File: config.mk
export PLATFORM = sky130hd
export DESIGN_NAME = smsp_out_fifo
export DESIGN_NICKNAME = d
export VERILOG_FILES = /design/src/rtl/core/smsp_pkg.sv /design/src/rtl/core/smsp_out_fifo.sv
export SDC_FILE = /design/constraint.sdc
export NUM_CORES = 1
export LEC_CHECK = 0
export BUFFER_PORTS_ARGS = -buffer_cell sky130_fd_sc_hd__buf_2
export CORE_ASPECT_RATIO = 1.75
export CORE_MARGIN = 2
export CORE_UTILIZATION = 52
export DETAILED_ROUTE_END_ITERATION = 10
export PLACE_DENSITY = 0.77
export SLEW_MARGIN = 15
export SYNTH_ARGS = -nofsm -noshare
export SYNTH_HDL_FRONTEND = slang
export SYNTH_SLANG_ARGS = --single-unit
File: constraint.sdc
create_clock -name clk -period 7.9 [get_ports clk]
set_input_delay 1.58 -clock clk [delete_from_list [all_inputs] [get_ports clk]]
set_output_delay 1.58 -clock clk [all_outputs]
set_load 0.005 [all_outputs]
File: src/rtl/core/smsp_pkg.sv
// Types, codes and small tables for the stack map section parser.
// No dependencies.
package smsp_pkg;

	localparam logic [1:0] KIND_ROOT = 2'd0;
	localparam logic [1:0] KIND_END  = 2'd1;
	localparam logic [1:0] KIND_OK   = 2'd2;
	localparam logic [1:0] KIND_ERR  = 2'd3;

	localparam logic [7:0] REG_BIG_ENDIAN = 8'd0;
	localparam logic [7:0] REG_STACK_REG  = 8'd1;
	localparam logic [7:0] REG_PTR_BYTES  = 8'd2;
	localparam logic [7:0] REG_TARGET_OK  = 8'd3;

	localparam logic [4:0] E_SIZE        = 5'd0;
	localparam logic [4:0] E_HDR_TRUNC   = 5'd1;
	localparam logic [4:0] E_HDR_BAD     = 5'd2;
	localparam logic [4:0] E_LIMIT       = 5'd3;
	localparam logic [4:0] E_FN_TRUNC    = 5'd4;
	localparam logic [4:0] E_FN_RECS     = 5'd5;
	localparam logic [4:0] E_CONST       = 5'd6;
	localparam logic [4:0] E_TARGET      = 5'd7;
	localparam logic [4:0] E_REC_TRUNC   = 5'd8;
	localparam logic [4:0] E_REC_BAD     = 5'd9;
	localparam logic [4:0] E_PC_OVF      = 5'd10;
	localparam logic [4:0] E_LOC_TRUNC   = 5'd11;
	localparam logic [4:0] E_LOC_RES     = 5'd12;
	localparam logic [4:0] E_ROOT_REG    = 5'd13;
	localparam logic [4:0] E_ROOT_RANGE  = 5'd14;
	localparam logic [4:0] E_ROOT_KIND   = 5'd15;
	localparam logic [4:0] E_LOC_KIND    = 5'd16;
	localparam logic [4:0] E_PAD_TRUNC   = 5'd17;
	localparam logic [4:0] E_LIVE_OUT    = 5'd18;
	localparam logic [4:0] E_REC_COUNT   = 5'd19;

	localparam int SIZE_LIMIT  = 16 * 1024 * 1024;
	localparam int FUNC_LIMIT  = 65536;
	localparam int COUNT_LIMIT = 1048576;
	localparam int LOC_LIMIT   = 32768;
	localparam int FRAME_SLACK = 4096;

	localparam logic [4:0] PH_PREFIX = 5'd0;
	localparam logic [4:0] PH_FCOUNT = 5'd1;
	localparam logic [4:0] PH_CCOUNT = 5'd2;
	localparam logic [4:0] PH_RCOUNT = 5'd3;
	localparam logic [4:0] PH_FADDR  = 5'd4;
	localparam logic [4:0] PH_FSTACK = 5'd5;
	localparam logic [4:0] PH_FRECS  = 5'd6;
	localparam logic [4:0] PH_CSKIP  = 5'd7;
	localparam logic [4:0] PH_RID    = 5'd8;
	localparam logic [4:0] PH_ROFF   = 5'd9;
	localparam logic [4:0] PH_RRES   = 5'd10;
	localparam logic [4:0] PH_RCNT   = 5'd11;
	localparam logic [4:0] PH_LKIND  = 5'd12;
	localparam logic [4:0] PH_LRES8  = 5'd13;
	localparam logic [4:0] PH_LSIZE  = 5'd14;
	localparam logic [4:0] PH_LREG   = 5'd15;
	localparam logic [4:0] PH_LRES16 = 5'd16;
	localparam logic [4:0] PH_LOFF   = 5'd17;
	localparam logic [4:0] PH_PAD1   = 5'd18;
	localparam logic [4:0] PH_LOPAD  = 5'd19;
	localparam logic [4:0] PH_LOCNT  = 5'd20;
	localparam logic [4:0] PH_LOSKIP = 5'd21;
	localparam logic [4:0] PH_PAD2   = 5'd22;
	localparam logic [4:0] PH_DONE   = 5'd23;
	localparam logic [4:0] PH_HALT   = 5'd24;
	localparam logic [4:0] PH_SEEK   = 5'd25;

	typedef struct packed {
		logic [7:0] data;
		logic       last;
	} in_item_t;

	typedef struct packed {
		logic [1:0]  kind;
		logic [63:0] pc;
		logic [31:0] offset;
		logic [4:0]  err;
		logic        last;
	} result_t;

	typedef struct packed {
		logic        big_endian;
		logic [15:0] stack_reg;
		logic [3:0]  ptr_bytes;
		logic        target_ok;
		logic [63:0] pc_limit;
	} cfg_t;

	function automatic logic [3:0] field_width(input logic [4:0] ph);
		logic [3:0] w;
		unique case (ph)
			PH_PREFIX, PH_FCOUNT, PH_CCOUNT, PH_RCOUNT, PH_ROFF, PH_LOFF: w = 4'd4;
			PH_FADDR, PH_FSTACK, PH_FRECS, PH_RID: w = 4'd8;
			PH_RRES, PH_RCNT, PH_LSIZE, PH_LREG, PH_LRES16, PH_LOPAD, PH_LOCNT: w = 4'd2;
			PH_LKIND, PH_LRES8: w = 4'd1;
			default: w = 4'd0;
		endcase
		return w;
	endfunction

	function automatic logic [4:0] trunc_code(input logic [4:0] ph);
		logic [4:0] c;
		unique case (ph)
			PH_PREFIX, PH_FCOUNT, PH_CCOUNT, PH_RCOUNT: c = E_HDR_TRUNC;
			PH_FADDR, PH_FSTACK, PH_FRECS: c = E_FN_TRUNC;
			PH_CSKIP: c = E_CONST;
			PH_RID, PH_ROFF, PH_RRES, PH_RCNT: c = E_REC_TRUNC;
			PH_LKIND, PH_LRES8, PH_LSIZE, PH_LREG, PH_LRES16, PH_LOFF: c = E_LOC_TRUNC;
			PH_PAD1: c = E_PAD_TRUNC;
			PH_LOPAD, PH_LOCNT, PH_LOSKIP, PH_PAD2: c = E_LIVE_OUT;
			default: c = E_REC_COUNT;
		endcase
		return c;
	endfunction

	function automatic result_t make_err(input logic [4:0] code);
		result_t r;
		r = '0;
		r.kind = KIND_ERR;
		r.err = code;
		r.last = 1'b1;
		return r;
	endfunction

endpackage

File: src/rtl/core/smsp_out_fifo.sv
// Result queue: four entries, up to two pushed per cycle, one popped.
// Depends on smsp_pkg.
module smsp_out_fifo (
	input  logic              clk,
	input  logic              arst_n,
	input  logic [1:0]        push_count,
	input  smsp_pkg::result_t d0,
	input  smsp_pkg::result_t d1,
	output logic              room,
	output logic              valid,
	output smsp_pkg::result_t item,
	input  logic              ready
);
	smsp_pkg::result_t buf_q [4];
	logic [1:0] wp_q, rp_q;
	logic [2:0] cnt_q;
	logic       pop;

	assign room  = (cnt_q <= 3'd2);
	assign valid = (cnt_q != 3'd0);
	assign item  = buf_q[rp_q];
	assign pop   = valid && ready;

	always_ff @(posedge clk) begin
		if (push_count != 2'd0) buf_q[wp_q] <= d0;
		if (push_count == 2'd2) buf_q[wp_q + 2'd1] <= d1;
	end

	always_ff @(posedge clk or negedge arst_n) begin
		if (!arst_n) begin
			wp_q  <= '0;
			rp_q  <= '0;
			cnt_q <= '0;
		end else begin
			wp_q  <= wp_q + push_count;
			rp_q  <= rp_q + {1'b0, pop};
			cnt_q <= cnt_q + {1'b0, push_count} - {2'b00, pop};
		end
	end
endmodule

== Word level (Yosys, flattened, before mapping) ==
Memories as Yosys holds them, arrays and structs flattened.
Index checks and enable logic that the tools add are counted.
Widths: inputs -> output; s select.

* Bits of input ports: 213
* Output and inout bits: 106
* Flip-flop bits (word level): 7
* Memory bits (writable): 416
* Word-level logic and storage cells: 18
* Memories: 1

* $add $sub $neg: 5
* Order comparisons: 1
* Equality and inequality tests: 1
* Multiplexer cells: 4
* Reductions and logical operators: 3

{| class="wikitable"
|+ Memories
! name !! depth !! bits a word !! rd ports !! clocked after memory_dff !! wr ports !! line !! source
|-
| buf_q || 4 || 104 || 1 || 0 || 2 || smsp_out_fifo.sv:14 || <nowiki>smsp_pkg::result_t buf_q [4];</nowiki>
|}

{| class="wikitable"
|+ Operators by type and width
! cell !! count
|-
| $mux 1 || 4
|-
| $add 3x2->3 || 1
|-
| $le 3x2->1 const B || 1
|-
| $reduce_bool 3->1 || 1
|-
| $sub 3x1->3 || 1
|-
| $add 2x1->2 || 1
|-
| $add 2x1->2 const B || 1
|-
| $add 2x2->2 || 1
|-
| $eq 2x2->1 const B || 1
|-
| $reduce_bool 2->1 || 1
|-
| $logic_and 1x1->1 || 1
|}

== Depth between registers and ports, before layout ==
* Depth in word-level cells: 3
* Mapped depth: 7
* Gate-level depth less buffers: 7

== Worst setup path after synthesis ==
Ideal clock, no wire load.

* Kind: input to register
* Start point: in push_count[1]
* End point: mem buf_q[0][0] (netlist bit), enable pin
* Path slack: -1.907 ns
* Required time: 7.190 ns
* Arrival time: 9.096 ns
* Buffers on the path: 1
* Setup time: 0.710 ns
* Stages: 3
* Path through: buf_2 > o21bai_1 > o21ai_0

{| class="wikitable"
|+ RTL lines
! item !! line !! source
|-
| start, declared || smsp_out_fifo.sv:6 || <nowiki>input logic [1:0] push_count,</nowiki>
|-
| end, declared || smsp_out_fifo.sv:14 ||
|}

==> flow_metrics.py <==
metrics = {
    "floorplan": {
        "die_width_um": 155,
        "start_util": 0.524,
        "rows": 97,
        "fp.dieH_um": 269,
        "dieArea_mm2": 0.0418,
        "pin_count": 319,
        "coreArea_mm2": 0.0398,
    },
    "clock_tree": {
        "cts_resized": 0,
        "cts_tree": "done",
        "cts_buffers": 41,
        "postCtsSetupBuffers": 0,
        "clockBufferDepth": 3,
        "htreeDepth": 2,
        "clkSinkCount": 423,
        "cts.hold.buffers_added": 0,
        "cts-root-buf": "clkbuf_16",
        "clk_latency_ps": 530,
        "clk_transition_reported_paths_ps": 70,
    },
    "place": {
        "globalplace.congestion": 0.791,
        "portBuffers": 318,
        "place_hpwl_um": 29500,
    },
    "synthesis": {
        "synth_area_per_cell_um2": 19.9,
        "ys_types": 26,
        "yosys_warnings": 0,
        "synth_xor_area_frac": 0.00252,
        "synthMuxAreaShare": 0.357,
        "ys_ff_latch": 423,
        "yosysSeqAreaShare": 0.607,
        "synth_top_cell_by_area": "edfxtp_1",
        "synth_simple_gate_area_frac": 0.00360,
        "yosysTopAreaCellShare": 0.599,
        "synthesis.area_mm2": 0.0209,
        "synth_compound_area_frac": 0.00222,
        "synthAdderAreaFrac": 0.00276,
        "syn_nets": 1264,
        "syn_inst": 1047,
        "synthTopCellsByArea": "edfxtp_1 60%, mux2_2 13%, mux4_2 11%, mux2_4 7.8%, mux2_1 3.2%",
        "synth_top_family_by_area": "multiplexers",
    },
    "detailed_routing": {
        "viasPerCell": 5.90,
        "drc": 0,
        "wirelength_um": 48600,
        "vias": 11205,
        "dr.pass1.iters": 4,
        "wire_per_inst_um": 25.6,
        "ant_nets": 0,
        "drtIter0Drc": 739,
    },
    "sta": {
        "period_minus_slack_ps": 4710,
        "hold_viol_final": 0,
        "setup_violations": 0,
        "finalCritPeriodShare": 0.596,
        "fmax_mhz": 212,
        "maxSlewViolCount": 0,
        "holdWs_ps": 556,
        "max-slew-margin-rel": 0.270,
        "worst_slew_pin_slew_ps": 1100,
        "rsz0062_at_grt": "no",
        "finalClockSkew_ps": 7.77,
        "tns_ps": 0,
    },
    "critical_path": {
        "crit_path_top_delay_cell": "dfrtp_4",
        "criticalPathCategory": "flip-flop to output pin",
        "arrival_ps": 3130,
        "cp-start-kind": "flip-flop",
        "crit_path_max_incr_delay_ps": 1040,
        "cp_cell_sequence": "buf_4, mux4_2, buf_2",
        "crit_path_end_kind": "output pin",
        "cp_max_fo": 45,
        "crit_required_ps": 6320,
    },
    "power_and_ir_drop": {
        "leakage_uw": 0.00870,
        "power.density_mw_per_mm2": 346,
        "ir_drop_mv": 0.209,
    },
    "status": {
        "outcome": "completed",
    },
    "layout": {
        "most-common-layout-cells": "416 x edfxtp_1, 318 x buf_2, 247 x mux2_2",
        "synthToLayoutAreaGrowth_pct": 15.8,
        "mostFrequentLayoutCell": "edfxtp_1",
        "fin_nets": 1571,
        "drive_gt1_frac": 0.622,
    },
    "global_routing": {
        "overflow": 0,
        "grt_antenna_before_repair": 25,
        "grt_max_degree": 94,
        "grt_pass1_wl_um": 72000,
        "grt_usage": 0.230,
        "grt_pass1_vias": 12048,
    },
    "min_path": {
        "min_path_type": "flip-flop to flip-flop",
    },
    "run": {
        "max_cap_viol_count": 0,
    },
}
-- routing by layer --
layer / GRT usage / share of wire
met3: 0.0511 / 0.060
met2: 0.390 / 0.52
met4: 0.112 / 0.040
met1: 0.278 / 0.38
met5: 0 / 0.0013
-- final timing paths --
kind | start | cells after the start | to | slack [ps]
max reg2reg | wp_q[1] | 4 | buf_q[2][1] | 4600
min reg2reg | cnt_q[2] | 1 | cnt_q[2] | 560
min | cnt_q[2] | 1 | cnt_q[2] | 560
max in group asynchronous | arst_n | 1 | rp_q[1] | 6860
max | rp_q[0] | 3 | item[57] | 3190
min in group asynchronous | arst_n | 1 | cnt_q[1] | 860
-- cell families (layout without fill, tap and decap cells) --
group,count (synthesis),after routing
buffers and inverters,77,413
adder cells (fa/ha/maj),4,4
AND/OR/NAND/NOR,8,8
other,0,22
XOR/XNOR,6,6
flip-flops,423,423
multiplexers,522,522
AO/OA/AOI/OAI,7,7
-- registers in the layout, indices dropped and copies added (netlist names) --
| signal | cells |
|---|---|
| cnt_q | 3 |
| wp_q | 2 |
| buf_q | 416 |
| rp_q | 2 |
-- final cells by class --
cell class,instances,area [um2]
inverters,5,18.8
diodes,22,55.1
flip-flops and latches,423,12700
fillers,2924,15700
clock inverters,17,164
multi-input cells,547,7730
repair buffers,336,1750
well taps,495,619
clock buffers,55,1140
-- power breakdown --
part	total [uW]	internal [uW]	switching [uW]
registers	3660	3340	315
logic	2750	1350	1400
clock network	1940	1110	823
-- Yosys cell counts --
| master | count |
|---|---|
| edfxtp_1 | 416 |
| mux2_2 | 247 |
| mux2_4 | 109 |
| mux4_2 | 104 |
| mux2_1 | 60 |
| buf_2 | 36 |
| buf_6 | 19 |
| clkbuf_1 | 9 |
| buf_4 | 8 |
| dfrtp_1 | 7 |
| inv_1 | 5 |
| xnor2_1 | 5 |
| ha_1 | 3 |
| nor2_1 | 3 |
| and4bb_1 | 2 |
| mux2i_1 | 2 |
| o21ai_0 | 2 |
| o21bai_1 | 2 |
| a21oi_1 | 1 |
| fa_1 | 1 |
| nand4b_1 | 1 |
| nor4b_4 | 1 |
| o311ai_0 | 1 |
| o31ai_1 | 1 |
| or3_1 | 1 |
| xor2_1 | 1 |
-- worst max-delay path: cells and delay by family (launching register included) --
kind	cells	cell delay (ps)
buf+inv	2	870
flops	1	1040
mux	1	620
-- stage by stage --
step | power [uW] | setup slack, ps | area (um2) | cells | util
6_report | 8350 | 3190 | 24200 | 1900 | 0.607
5_1_grt | 8720 | 2950 | 24100 | 1896 | 0.607
4_1_cts | 8450 | 3050 | 24100 | 1878 | 0.605
3_5_place_dp | 6510 | 3380 | 22800 | 1806 | 0.573
3_3_place_gp | 6470 | 3370 | 22800 | 1806 | 0.573
2_1_floorplan | 5450 | 691 | 20900 | 1047 | -
No activity file was read; power rests on OpenSTA's default activity.
