<file path="config.mk">
export PLATFORM = sky130hd
export DESIGN_NAME = smsp_in_fifo
export DESIGN_NICKNAME = d
export VERILOG_FILES = /design/src/rtl/core/smsp_pkg.sv /design/src/rtl/core/smsp_in_fifo.sv
export SDC_FILE = /design/constraint.sdc
export NUM_CORES = 1
export LEC_CHECK = 0
export ABC_AREA = 1
export BUFFER_PORTS_ARGS = -buffer_cell sky130_fd_sc_hd__buf_2
export CAP_MARGIN = 20
export CORE_ASPECT_RATIO = 1.75
export CORE_MARGIN = 2
export CORE_UTILIZATION = 30
export CTS_CLUSTER_DIAMETER = 100
export DETAILED_ROUTE_END_ITERATION = 10
export PLACE_DENSITY = 0.5
export SYNTH_ARGS = -nofsm -noshare
export SYNTH_HDL_FRONTEND = slang
export SYNTH_SLANG_ARGS = --single-unit
</file>
<file path="constraint.sdc">
create_clock -name clk -period 1.8 [get_ports clk]
set_clock_uncertainty 0.1 [all_clocks]
set_input_delay 0.36 -clock clk [delete_from_list [all_inputs] [get_ports clk]]
set_output_delay 0.36 -clock clk [all_outputs]
set_load 0.02 [all_outputs]
</file>
<file path="src/rtl/core/smsp_pkg.sv">
// Types, codes and small tables for the stack map section parser.
// No dependencies.
package smsp_pkg;

	localparam logic [1:0] KIND_ROOT = 2'd0;
	localparam logic [1:0] KIND_END  = 2'd1;
	localparam logic [1:0] KIND_OK   = 2'd2;
	localparam logic [1:0] KIND_ERR  = 2'd3;

	localparam logic [7:0] REG_BIG_ENDIAN = 8'd0;
	localparam logic [7:0] REG_STACK_REG  = 8'd1;
	localparam logic [7:0] REG_PTR_BYTES  = 8'd2;
	localparam logic [7:0] REG_TARGET_OK  = 8'd3;

	localparam logic [4:0] E_SIZE        = 5'd0;
	localparam logic [4:0] E_HDR_TRUNC   = 5'd1;
	localparam logic [4:0] E_HDR_BAD     = 5'd2;
	localparam logic [4:0] E_LIMIT       = 5'd3;
	localparam logic [4:0] E_FN_TRUNC    = 5'd4;
	localparam logic [4:0] E_FN_RECS     = 5'd5;
	localparam logic [4:0] E_CONST       = 5'd6;
	localparam logic [4:0] E_TARGET      = 5'd7;
	localparam logic [4:0] E_REC_TRUNC   = 5'd8;
	localparam logic [4:0] E_REC_BAD     = 5'd9;
	localparam logic [4:0] E_PC_OVF      = 5'd10;
	localparam logic [4:0] E_LOC_TRUNC   = 5'd11;
	localparam logic [4:0] E_LOC_RES     = 5'd12;
	localparam logic [4:0] E_ROOT_REG    = 5'd13;
	localparam logic [4:0] E_ROOT_RANGE  = 5'd14;
	localparam logic [4:0] E_ROOT_KIND   = 5'd15;
	localparam logic [4:0] E_LOC_KIND    = 5'd16;
	localparam logic [4:0] E_PAD_TRUNC   = 5'd17;
	localparam logic [4:0] E_LIVE_OUT    = 5'd18;
	localparam logic [4:0] E_REC_COUNT   = 5'd19;

	localparam int SIZE_LIMIT  = 16 * 1024 * 1024;
	localparam int FUNC_LIMIT  = 65536;
	localparam int COUNT_LIMIT = 1048576;
	localparam int LOC_LIMIT   = 32768;
	localparam int FRAME_SLACK = 4096;

	localparam logic [4:0] PH_PREFIX = 5'd0;
	localparam logic [4:0] PH_FCOUNT = 5'd1;
	localparam logic [4:0] PH_CCOUNT = 5'd2;
	localparam logic [4:0] PH_RCOUNT = 5'd3;
	localparam logic [4:0] PH_FADDR  = 5'd4;
	localparam logic [4:0] PH_FSTACK = 5'd5;
	localparam logic [4:0] PH_FRECS  = 5'd6;
	localparam logic [4:0] PH_CSKIP  = 5'd7;
	localparam logic [4:0] PH_RID    = 5'd8;
	localparam logic [4:0] PH_ROFF   = 5'd9;
	localparam logic [4:0] PH_RRES   = 5'd10;
	localparam logic [4:0] PH_RCNT   = 5'd11;
	localparam logic [4:0] PH_LKIND  = 5'd12;
	localparam logic [4:0] PH_LRES8  = 5'd13;
	localparam logic [4:0] PH_LSIZE  = 5'd14;
	localparam logic [4:0] PH_LREG   = 5'd15;
	localparam logic [4:0] PH_LRES16 = 5'd16;
	localparam logic [4:0] PH_LOFF   = 5'd17;
	localparam logic [4:0] PH_PAD1   = 5'd18;
	localparam logic [4:0] PH_LOPAD  = 5'd19;
	localparam logic [4:0] PH_LOCNT  = 5'd20;
	localparam logic [4:0] PH_LOSKIP = 5'd21;
	localparam logic [4:0] PH_PAD2   = 5'd22;
	localparam logic [4:0] PH_DONE   = 5'd23;
	localparam logic [4:0] PH_HALT   = 5'd24;
	localparam logic [4:0] PH_SEEK   = 5'd25;

	typedef struct packed {
		logic [7:0] data;
		logic       last;
	} in_item_t;

	typedef struct packed {
		logic [1:0]  kind;
		logic [63:0] pc;
		logic [31:0] offset;
		logic [4:0]  err;
		logic        last;
	} result_t;

	typedef struct packed {
		logic        big_endian;
		logic [15:0] stack_reg;
		logic [3:0]  ptr_bytes;
		logic        target_ok;
		logic [63:0] pc_limit;
	} cfg_t;

	function automatic logic [3:0] field_width(input logic [4:0] ph);
		logic [3:0] w;
		unique case (ph)
			PH_PREFIX, PH_FCOUNT, PH_CCOUNT, PH_RCOUNT, PH_ROFF, PH_LOFF: w = 4'd4;
			PH_FADDR, PH_FSTACK, PH_FRECS, PH_RID: w = 4'd8;
			PH_RRES, PH_RCNT, PH_LSIZE, PH_LREG, PH_LRES16, PH_LOPAD, PH_LOCNT: w = 4'd2;
			PH_LKIND, PH_LRES8: w = 4'd1;
			default: w = 4'd0;
		endcase
		return w;
	endfunction

	function automatic logic [4:0] trunc_code(input logic [4:0] ph);
		logic [4:0] c;
		unique case (ph)
			PH_PREFIX, PH_FCOUNT, PH_CCOUNT, PH_RCOUNT: c = E_HDR_TRUNC;
			PH_FADDR, PH_FSTACK, PH_FRECS: c = E_FN_TRUNC;
			PH_CSKIP: c = E_CONST;
			PH_RID, PH_ROFF, PH_RRES, PH_RCNT: c = E_REC_TRUNC;
			PH_LKIND, PH_LRES8, PH_LSIZE, PH_LREG, PH_LRES16, PH_LOFF: c = E_LOC_TRUNC;
			PH_PAD1: c = E_PAD_TRUNC;
			PH_LOPAD, PH_LOCNT, PH_LOSKIP, PH_PAD2: c = E_LIVE_OUT;
			default: c = E_REC_COUNT;
		endcase
		return c;
	endfunction

	function automatic result_t make_err(input logic [4:0] code);
		result_t r;
		r = '0;
		r.kind = KIND_ERR;
		r.err = code;
		r.last = 1'b1;
		return r;
	endfunction

endpackage

</file>
<file path="src/rtl/core/smsp_in_fifo.sv">
// Front queue: two-entry byte queue between the input port and the parser.
// Depends on smsp_pkg.
module smsp_in_fifo (
	input  logic               clk,
	input  logic               arst_n,
	input  logic               push,
	input  smsp_pkg::in_item_t push_item,
	output logic               ready,
	output logic               valid,
	output smsp_pkg::in_item_t item,
	input  logic               pop
);
	smsp_pkg::in_item_t buf_q [2];
	logic       wp_q, rp_q;
	logic [1:0] cnt_q;

	assign ready = (cnt_q != 2'd2);
	assign valid = (cnt_q != 2'd0);
	assign item  = buf_q[rp_q];

	always_ff @(posedge clk) begin
		if (push && ready) begin
			buf_q[wp_q] <= push_item;
		end
	end

	always_ff @(posedge clk or negedge arst_n) begin
		if (!arst_n) begin
			wp_q  <= 1'b0;
			rp_q  <= 1'b0;
			cnt_q <= 2'd0;
		end else begin
			if (push && ready) begin
				wp_q <= ~wp_q;
			end
			if (pop && valid) begin
				rp_q <= ~rp_q;
			end
			cnt_q <= cnt_q + {1'b0, push && ready} - {1'b0, pop && valid};
		end
	end
endmodule

</file>
# Word-level counts from Yosys, hierarchy flattened
# Memory sizes are Yosys's and may differ from the RTL's.
# Cells that the tools add are included.
# Widths: inputs -> output; s select.
# classes
addsub,2
eq_ne,1
muxes,2
n_bitwise,2
reduce_logical,3
# ops
cell,n
$add 2x1->2,1
$logic_and 1x1->1,2
$mux 1,2
$ne 2x2->1 const B,1
$not 1->1,2
$reduce_bool 2->1,1
$sub 2x1->2,1
# word_totals
regBits,4
mem_bits_rw,18
input_bits,13
out_inout_bits,11
word_cells,14
n_memories,1
# mem_list
memory,words,word_bits,rd,rd_ports_with_merged_regs,wr,line_no,source
buf_q,2,9,1,0,1,smsp_in_fifo.sv:13,smsp_pkg::in_item_t buf_q [2];

# Depth between registers and ports, before layout
# Gate-level depths: netlist (run 1).
# depth
word_depth,4
depth_mapped,10
ltp_nobuf,10

# Worst setup path after synthesis (run 1)
# Ideal clock, no wire load.
# synth_timing
path_type,reg2reg
startpoint,register cnt_q[1]
endpoint,"memory buf_q[1][0] in the netlist's numbering, enable pin"
setup_time_ps,374
arrival_ps,1041
t_required_ps,1326
slack_ps,285
stages_incl_launch_ff,4
cell_sequence,dfrtp_1 > nand2_2 > nand2_4 > nor2_1
# synth_between
elab_chain_cells,4
# synth_lines
item,line_no,source
start: declaration,smsp_in_fifo.sv:15,logic [1:0] cnt_q;
start signal: assignment,smsp_in_fifo.sv:39,"cnt_q <= cnt_q + {1'b0, push && ready} - {1'b0, pop && valid};"
$ne 2x2->1,smsp_in_fifo.sv:17,assign ready = (cnt_q != 2'd2);
named net ready,smsp_in_fifo.sv:8,"output logic ready,"
$logic_and 1x1->1,smsp_in_fifo.sv:22,if (push && ready) begin
$mux 1,smsp_in_fifo.sv:22,
$mux 1 (not written as such),smsp_in_fifo.sv:23,buf_q[wp_q] <= push_item;
end: declaration,smsp_in_fifo.sv:13,
# The timed path passes the listed nets, and every way through them passes these cells.

==> qor.tcl, run 1 <==
set qor(drtIter0Drc) 6
set qor(finalMaxSlewViolations) 0
set qor(synth.most_common_cell) {sky130_fd_sc_hd__nand2_1}
set qor(cts_tree) {done}
set qor(slowest_delay_ns) 0.39
set qor(routabilityCongestion) 0.655
set qor(timing.final.crit_share) 0.875
set qor(number_of_global_route_vias_before_repair) 598
set qor(num_rows) 26
set qor(regToRegSetupSlack_ns) 0.30
set qor(timing.final.setup_violations) 0
set qor(die_area_um2) 3460
set qor(clock_sink_count) 22
set qor(tns_ns) 0
set qor(number_of_buffers_inserted_by_hold_repair_at_cts) 1
set qor(grtUsageTotal) 0.103
set qor(timing.slew.headroom) 0.732
set qor(final_util) 0.382
set qor(antenna_diode_count) 0
set qor(synthesis.area_per_instance_um2) 11.5
set qor(max-clock-path-buffers) 2
set qor(cp-start-kind) {register}
set qor(cp.required_ns) 1.34
set qor(grt_start_max_net_pins) 13
set qor(unrepaired_setup_endpoints_after_global_routing) {false}
set qor(powerDensity_nw_per_um2) 1650
set qor(dr_total_vias) 606
set qor(route.detailed.drc) 0
set qor(cpMaxStageDelayCell) {sky130_fd_sc_hd__dfrtp_1}
set qor(initial_antenna_violation_count) 0
set qor(worst_ep_arrival_time_ns) 1.12
set qor(initial_cell_density_of_the_core) 0.310
set qor(sequential_cell_area_fraction_in_the_yosys_report) 0.714
set qor(die_width_um) 45.3
set qor(core-area_um2) 2900
set qor(top_area_cell_type_share_of_the_netlist_area) 0.603
set qor(nets) 123
set qor(design.portCount) 24
set qor(post_synth_inst_count) 78
set qor(post_synth_main_area_contributors) {sky130_fd_sc_hd__edfxtp_1 (60%), sky130_fd_sc_hd__nand2_1 (15%), sky130_fd_sc_hd__dfrtp_1 (11%), sky130_fd_sc_hd__inv_1 (2.9%), sky130_fd_sc_hd__ha_1 (2.8%)}
set qor(cts_inserted_buffers) 3
set qor(synth.net_count) 93
set qor(synth.top_cells.by_count) {sky130_fd_sc_hd__nand2_1 (35), sky130_fd_sc_hd__edfxtp_1 (18), sky130_fd_sc_hd__inv_1 (7)}
set qor(detail_route.wirelength_um) 1620
set qor(ctsResizeCount) 0
set qor(max_cap_viol_count) 0
set qor(fmax_mhz) 635
set qor(crit_fanout) 10
set qor(cp_num_buf_inv) 2
set qor(setup.worst_path.end_class) {output pin}
set qor(min-delay-path-class) {in2reg}
set qor(clkLatencyLatePin_ns) 0.26
set qor(yosysWarnings) 0
set qor(critPathKind) {reg2out}
set qor(wire_per_inst_um) 12.0
set qor(period_needed_ns) 1.58
set qor(post_synth_num_cell_types) 11
set qor(most_repeated_library_cell_on_the_critical_path) {sky130_fd_sc_hd__nand2_1}
set qor(yosysTopAreaCell) {sky130_fd_sc_hd__edfxtp_1}
set qor(kind_of_cell_adding_the_most_delay_to_the_critical_path) {flip-flops}
set qor(cts_root_buf) {sky130_fd_sc_hd__clkbuf_8}
set qor(final_antenna_net_count) 0
set qor(die_y_um) 76.3
set qor(cts_setup_buffers) 0
set qor(portBuffers) 23
set qor(status) {completed}
set qor(finalHoldViolations) 0
set qor(synth_enable_flop_cells) 18
set qor(cts.clk_slew.worst_paths_ns) 0.08
set qor(post_synthesis_sequential_element_count) 22
set qor(synth_async_sr_flop_share) 0.182
set qor(global_route_total_overflow) 0
set qor(viasPerCell) 4.49
set qor(place_hpwl_um) 1170
set qor(grt_first_pass_wirelength_um) 2590
set qor(leakage_nw) 0.531
set qor(fraction_of_final_layout_cells_with_drive_strength_greater_than_1) 0.327
set qor(max-vdd-ir-drop_uv) 674
set qor(detail_route.first_pass.iterations) 4
set qor(crit_path_cell_trace) {inv_2, nand2_1, nand2_1, buf_2}
set qor(flow.area_growth_from_synthesis_pct) 23.3
set qor(ys.flop_type) {sky130_fd_sc_hd__edfxtp_1}
set qor(tightest_slew_ns) 0.401
set qor(synthesis.area_um2) 897
set qor(htree_num_levels) 1
kinds of logic (layout without fill, tap and decap cells):
| kind of cell | after synthesis | count (layout) | synth area share |
|---|---|---|---|
| adders and majority gates | 2 | 2 | 0.0279 |
| buffers and inverters | 10 | 39 | 0.0502 |
| DFF | 22 | 22 | 0.714 |
| and+or+nand+nor | 44 | 44 | 0.208 |
final cells by class:
type,instances,area (µm²)
Timing Repair Buffer,26,140
Fill cell,288,1790
Sequential cell,22,641
Inverter,9,33.8
Multi-Input combinational cell,46,211
Clock inverter,1,3.75
Clock buffer,3,41.3
Tap cell,28,35.0
power breakdown:
part	internal [mW]	switching, mW
Combinational	0.242	0.517
Clock	0.152	0.151
Sequential	0.707	0.0505
Total	1.10	0.718
path summary, 6_finish.rpt:
| check | cells past startpoint | start | to |
|---|---|---|---|
| max | 4 | rp_q | item[2] |
| min | 1 | push_item[5] | buf_q[1][5] |
| max reg2reg | 10 | cnt_q[0] | cnt_q[1] |
| min reg2reg | 2 | wp_q | wp_q |
| max in group asynchronous | 2 | arst_n | cnt_q[1] |
| min in group asynchronous | 2 | arst_n | wp_q |
layout by cell type, fill, tap and decap left out, drive strengths merged:
| master | synthesis | routed |
|---|---|---|
| nand2 | 40 | 40 |
| buf | 1 | 25 |
| edfxtp | 18 | 18 |
| inv | 9 | 9 |
| dfrtp | 4 | 4 |
| nand3 | 3 | 3 |
| clkbuf | 0 | 3 |
| ha | 2 | 2 |
| nor2 | 1 | 1 |
| clkinv | 0 | 1 |
| dlygate4sd3 | 0 | 1 |
metal layers:
| metal | share of wire | track usage |
|---|---|---|
| met1 | 0.37 | 0.114 |
| met2 | 0.57 | 0.179 |
| met3 | 0.038 | 0.0142 |
| met4 | 0.019 | 0.0529 |
| met5 | 0 | 0 |
stage by stage:
stage | power (mW) | instance area (µm²) | std cells | setup slack [ns] | hold slack [ns]
6_report | 1.82 | 1110 | 135 | 0.225 | 0.187
5_1_grt | 1.96 | 1110 | 135 | 0.130 | 0.179
4_1_cts | 1.85 | 1110 | 135 | 0.215 | 0.182
3_5_place_dp | 1.54 | 1050 | 130 | 0.300 | 0.0763
3_3_place_gp | 1.52 | 1050 | 130 | 0.370 | 0.0762
2_1_floorplan | 1.30 | 897 | 78 | 0.285 | -0.0356
registers in the layout (all words and copies together) (netlist names):
register,flops
cnt_q,2
wp_q,1
buf_q,18
rp_q,1
Power figures use the tool's default switching activity.
==> run 2, diff against run 1 <==
- CORE_ASPECT_RATIO: 1.75 -> 1.2
- CTS_CLUSTER_SIZE: not set -> 14
- clock period: 1.8 -> 1.6 ns (I/O delays scaled with it)
==> run 2 against run 1 <==
- global-route usage increased by 0.54 points
- sequential cell count unchanged
- register-to-register slack worse by 0.15 ns
- cell count rose by 8.9%
- count of clock-buffer cells in the layout unchanged
- die area is 0.44% lower
- via count grew 3.3%
- routed wire length decreased by 0.19%
- clock power grew 40%
- hold slack got worse by 0.099 ns
- critical path type unchanged
- largest cell class unchanged
==> qor.tcl, run 2 (synthesized netlist as in run 1, its figures left out) <==
set qor(status) {completed}
set qor(global_route_total_overflow) 0
set qor(design.portCount) 24
set qor(min-delay-path-class) {in2reg}
set qor(core-area_um2) 2810
set qor(largest_register_ff_count) 18
set qor(route.detailed.drc) 0
set qor(tightest_slew_ns) 0.180
set qor(finalMaxSlewViolations) 0
set qor(antenna_diode_count) 0
set qor(unrepaired_setup_endpoints_after_global_routing) {true}
set qor(cp.required_ns) 1.18
set qor(fraction_of_final_layout_cells_with_drive_strength_greater_than_1) 0.513
set qor(final_cells) 147
set qor(critPathKind) {reg2out}
set qor(htree_num_levels) 1
set qor(top_register) {buf_q}
set qor(dr_wl_met3_um) 79
set qor(final_antenna_net_count) 0
set qor(die_y_um) 63.9
set qor(hold_slack_ns) 0.0880
set qor(grt_start_max_net_pins) 14
set qor(wl_met1_um) 676
set qor(flow.area_growth_from_synthesis_pct) 43.1
set qor(drtIter0Drc) 15
set qor(detailedPlace.worstSlack_ns) 0.113
set qor(detail_route.first_pass.iterations) 2
set qor(powerDensity_nw_per_um2) 1940
set qor(initial_cell_density_of_the_core) 0.319
set qor(most-common-layout-cells) {sky130_fd_sc_hd__nand2_1 (23), sky130_fd_sc_hd__edfxtp_1 (18), sky130_fd_sc_hd__nand2_2 (16)}
set qor(place_hpwl_um) 1170
set qor(period_needed_ns) 1.59
set qor(crit_path_cell_trace) {buf_6, nand2_2, nand2_2, buf_6}
set qor(timing.final.setup_violations) 0
set qor(viasPerCell) 4.26
set qor(num_rows) 21
set qor(clkLatencyLatePin_ns) 0.30
set qor(topRoutingLayerUsed) {met4}
set qor(cts.clk_slew.worst_paths_ns) 0.13
set qor(finalHoldViolations) 0
set qor(cp-start-kind) {register}
set qor(largest_registers) {buf_q (18), cnt_q (2)}
set qor(n_fill_cell) 286
set qor(detail_route.wirelength_um) 1610
set qor(crit_fanout) 7
set qor(timing.final.crit_share) 0.995
set qor(slowest_delay_ns) 0.47
set qor(dr_total_vias) 626
set qor(die_width_um) 53.9
set qor(leakage_nw) 0.584
set qor(grtUsageTotal) 0.108
set qor(placed_cell_count) 138
set qor(setup.worst_path.end_class) {output pin}
set qor(routabilityCongestion) 0.708
set qor(wire_per_inst_um) 11.0
set qor(nets) 129
set qor(cpMaxStageDelayCell) {sky130_fd_sc_hd__dfrtp_2}
set qor(die_area_um2) 3450
set qor(cts_inserted_buffers) 3
set qor(max_cap_viol_count) 0
set qor(dpl-instance-area_um2) 1090
set qor(grt_first_pass_wirelength_um) 2620
set qor(portBuffers) 23
set qor(max-vdd-ir-drop_uv) 807
set qor(initial_antenna_violation_count) 0
set qor(fmax_mhz) 628
set qor(number_of_global_route_vias_before_repair) 599
set qor(total_power_mw) 2.48
set qor(cts_tree) {done}
set qor(max-clock-path-buffers) 2
set qor(timing.slew.headroom) 0.880
set qor(worst_ep_arrival_time_ns) 1.17
set qor(layout_setup_ws_ns) 0.00835
set qor(final_cell_area_um2) 1280
set qor(detail_route_met2_wl_um) 808
set qor(mostFrequentLayoutCell) {sky130_fd_sc_hd__nand2_1}
set qor(clock_sink_count) 22
set qor(cts_root_buf) {sky130_fd_sc_hd__clkbuf_4}
## run 2: area by class of cell
class                   count  area, µm²  area share
inverters                   9       38.8      0.0302
clock inverters             1       30.0      0.0234
multi-input cells          46        256       0.200
clock buffers               3       22.5      0.0175
well taps                  34       42.5      0.0331
repair buffers             32        251       0.196
flip-flops and latches     22        642       0.500
## run 2: path summary, 6_finish.rpt
path	startpoint	end	slack [ns]	depth (start not counted)
min in group asynchronous	arst_n	wp_q	0.23	2
max	rp_q	item[6]	0.008	4
min	push_item[0]	buf_q[1][0]	0.09	1
max in group asynchronous	arst_n	rp_q	1.04	2
max reg2reg	cnt_q[0]	cnt_q[1]	0.15	9
min reg2reg	wp_q	wp_q	0.41	2
## run 2: worst max-delay path: cells and delay by family (launching register included)
family | cells | cell delay [ns]
and+or+nand+nor | 2 | 0.11
DFF | 1 | 0.47
buffers and inverters | 2 | 0.28
## run 2: stage by stage
step / TNS, ns / utilization
CTS: -0.0435 / 0.431
global placement: 0 / 0.386
global route: -0.239 / 0.457
finish: 0 / 0.457
floorplan: 0 / -
detailed placement: 0 / 0.386
## run 2: repair_timing
action / CTS / global route
pin swaps: 2 / 9
hold buffers: 1 / 0
setup buffers: 3 / 1
gates resized for setup: 14 / 22
endpoints found under the hold margin: 4 / 0
cloned: 0 / 0
endpoints found under the setup margin: 9 / 10
## run 2: metal layers
metal,up-vias,global-route usage
met5,-,0
met4,0,0.0769
met3,6,0.0210
met2,18,0.166
met1,282,0.131
li1,320,-
## run 2: report_power, final
group / total, mW / internal, mW / switching, mW
clock network: 0.425 / 0.253 / 0.171
logic: 1.19 / 0.534 / 0.652
registers: 0.873 / 0.796 / 0.0772
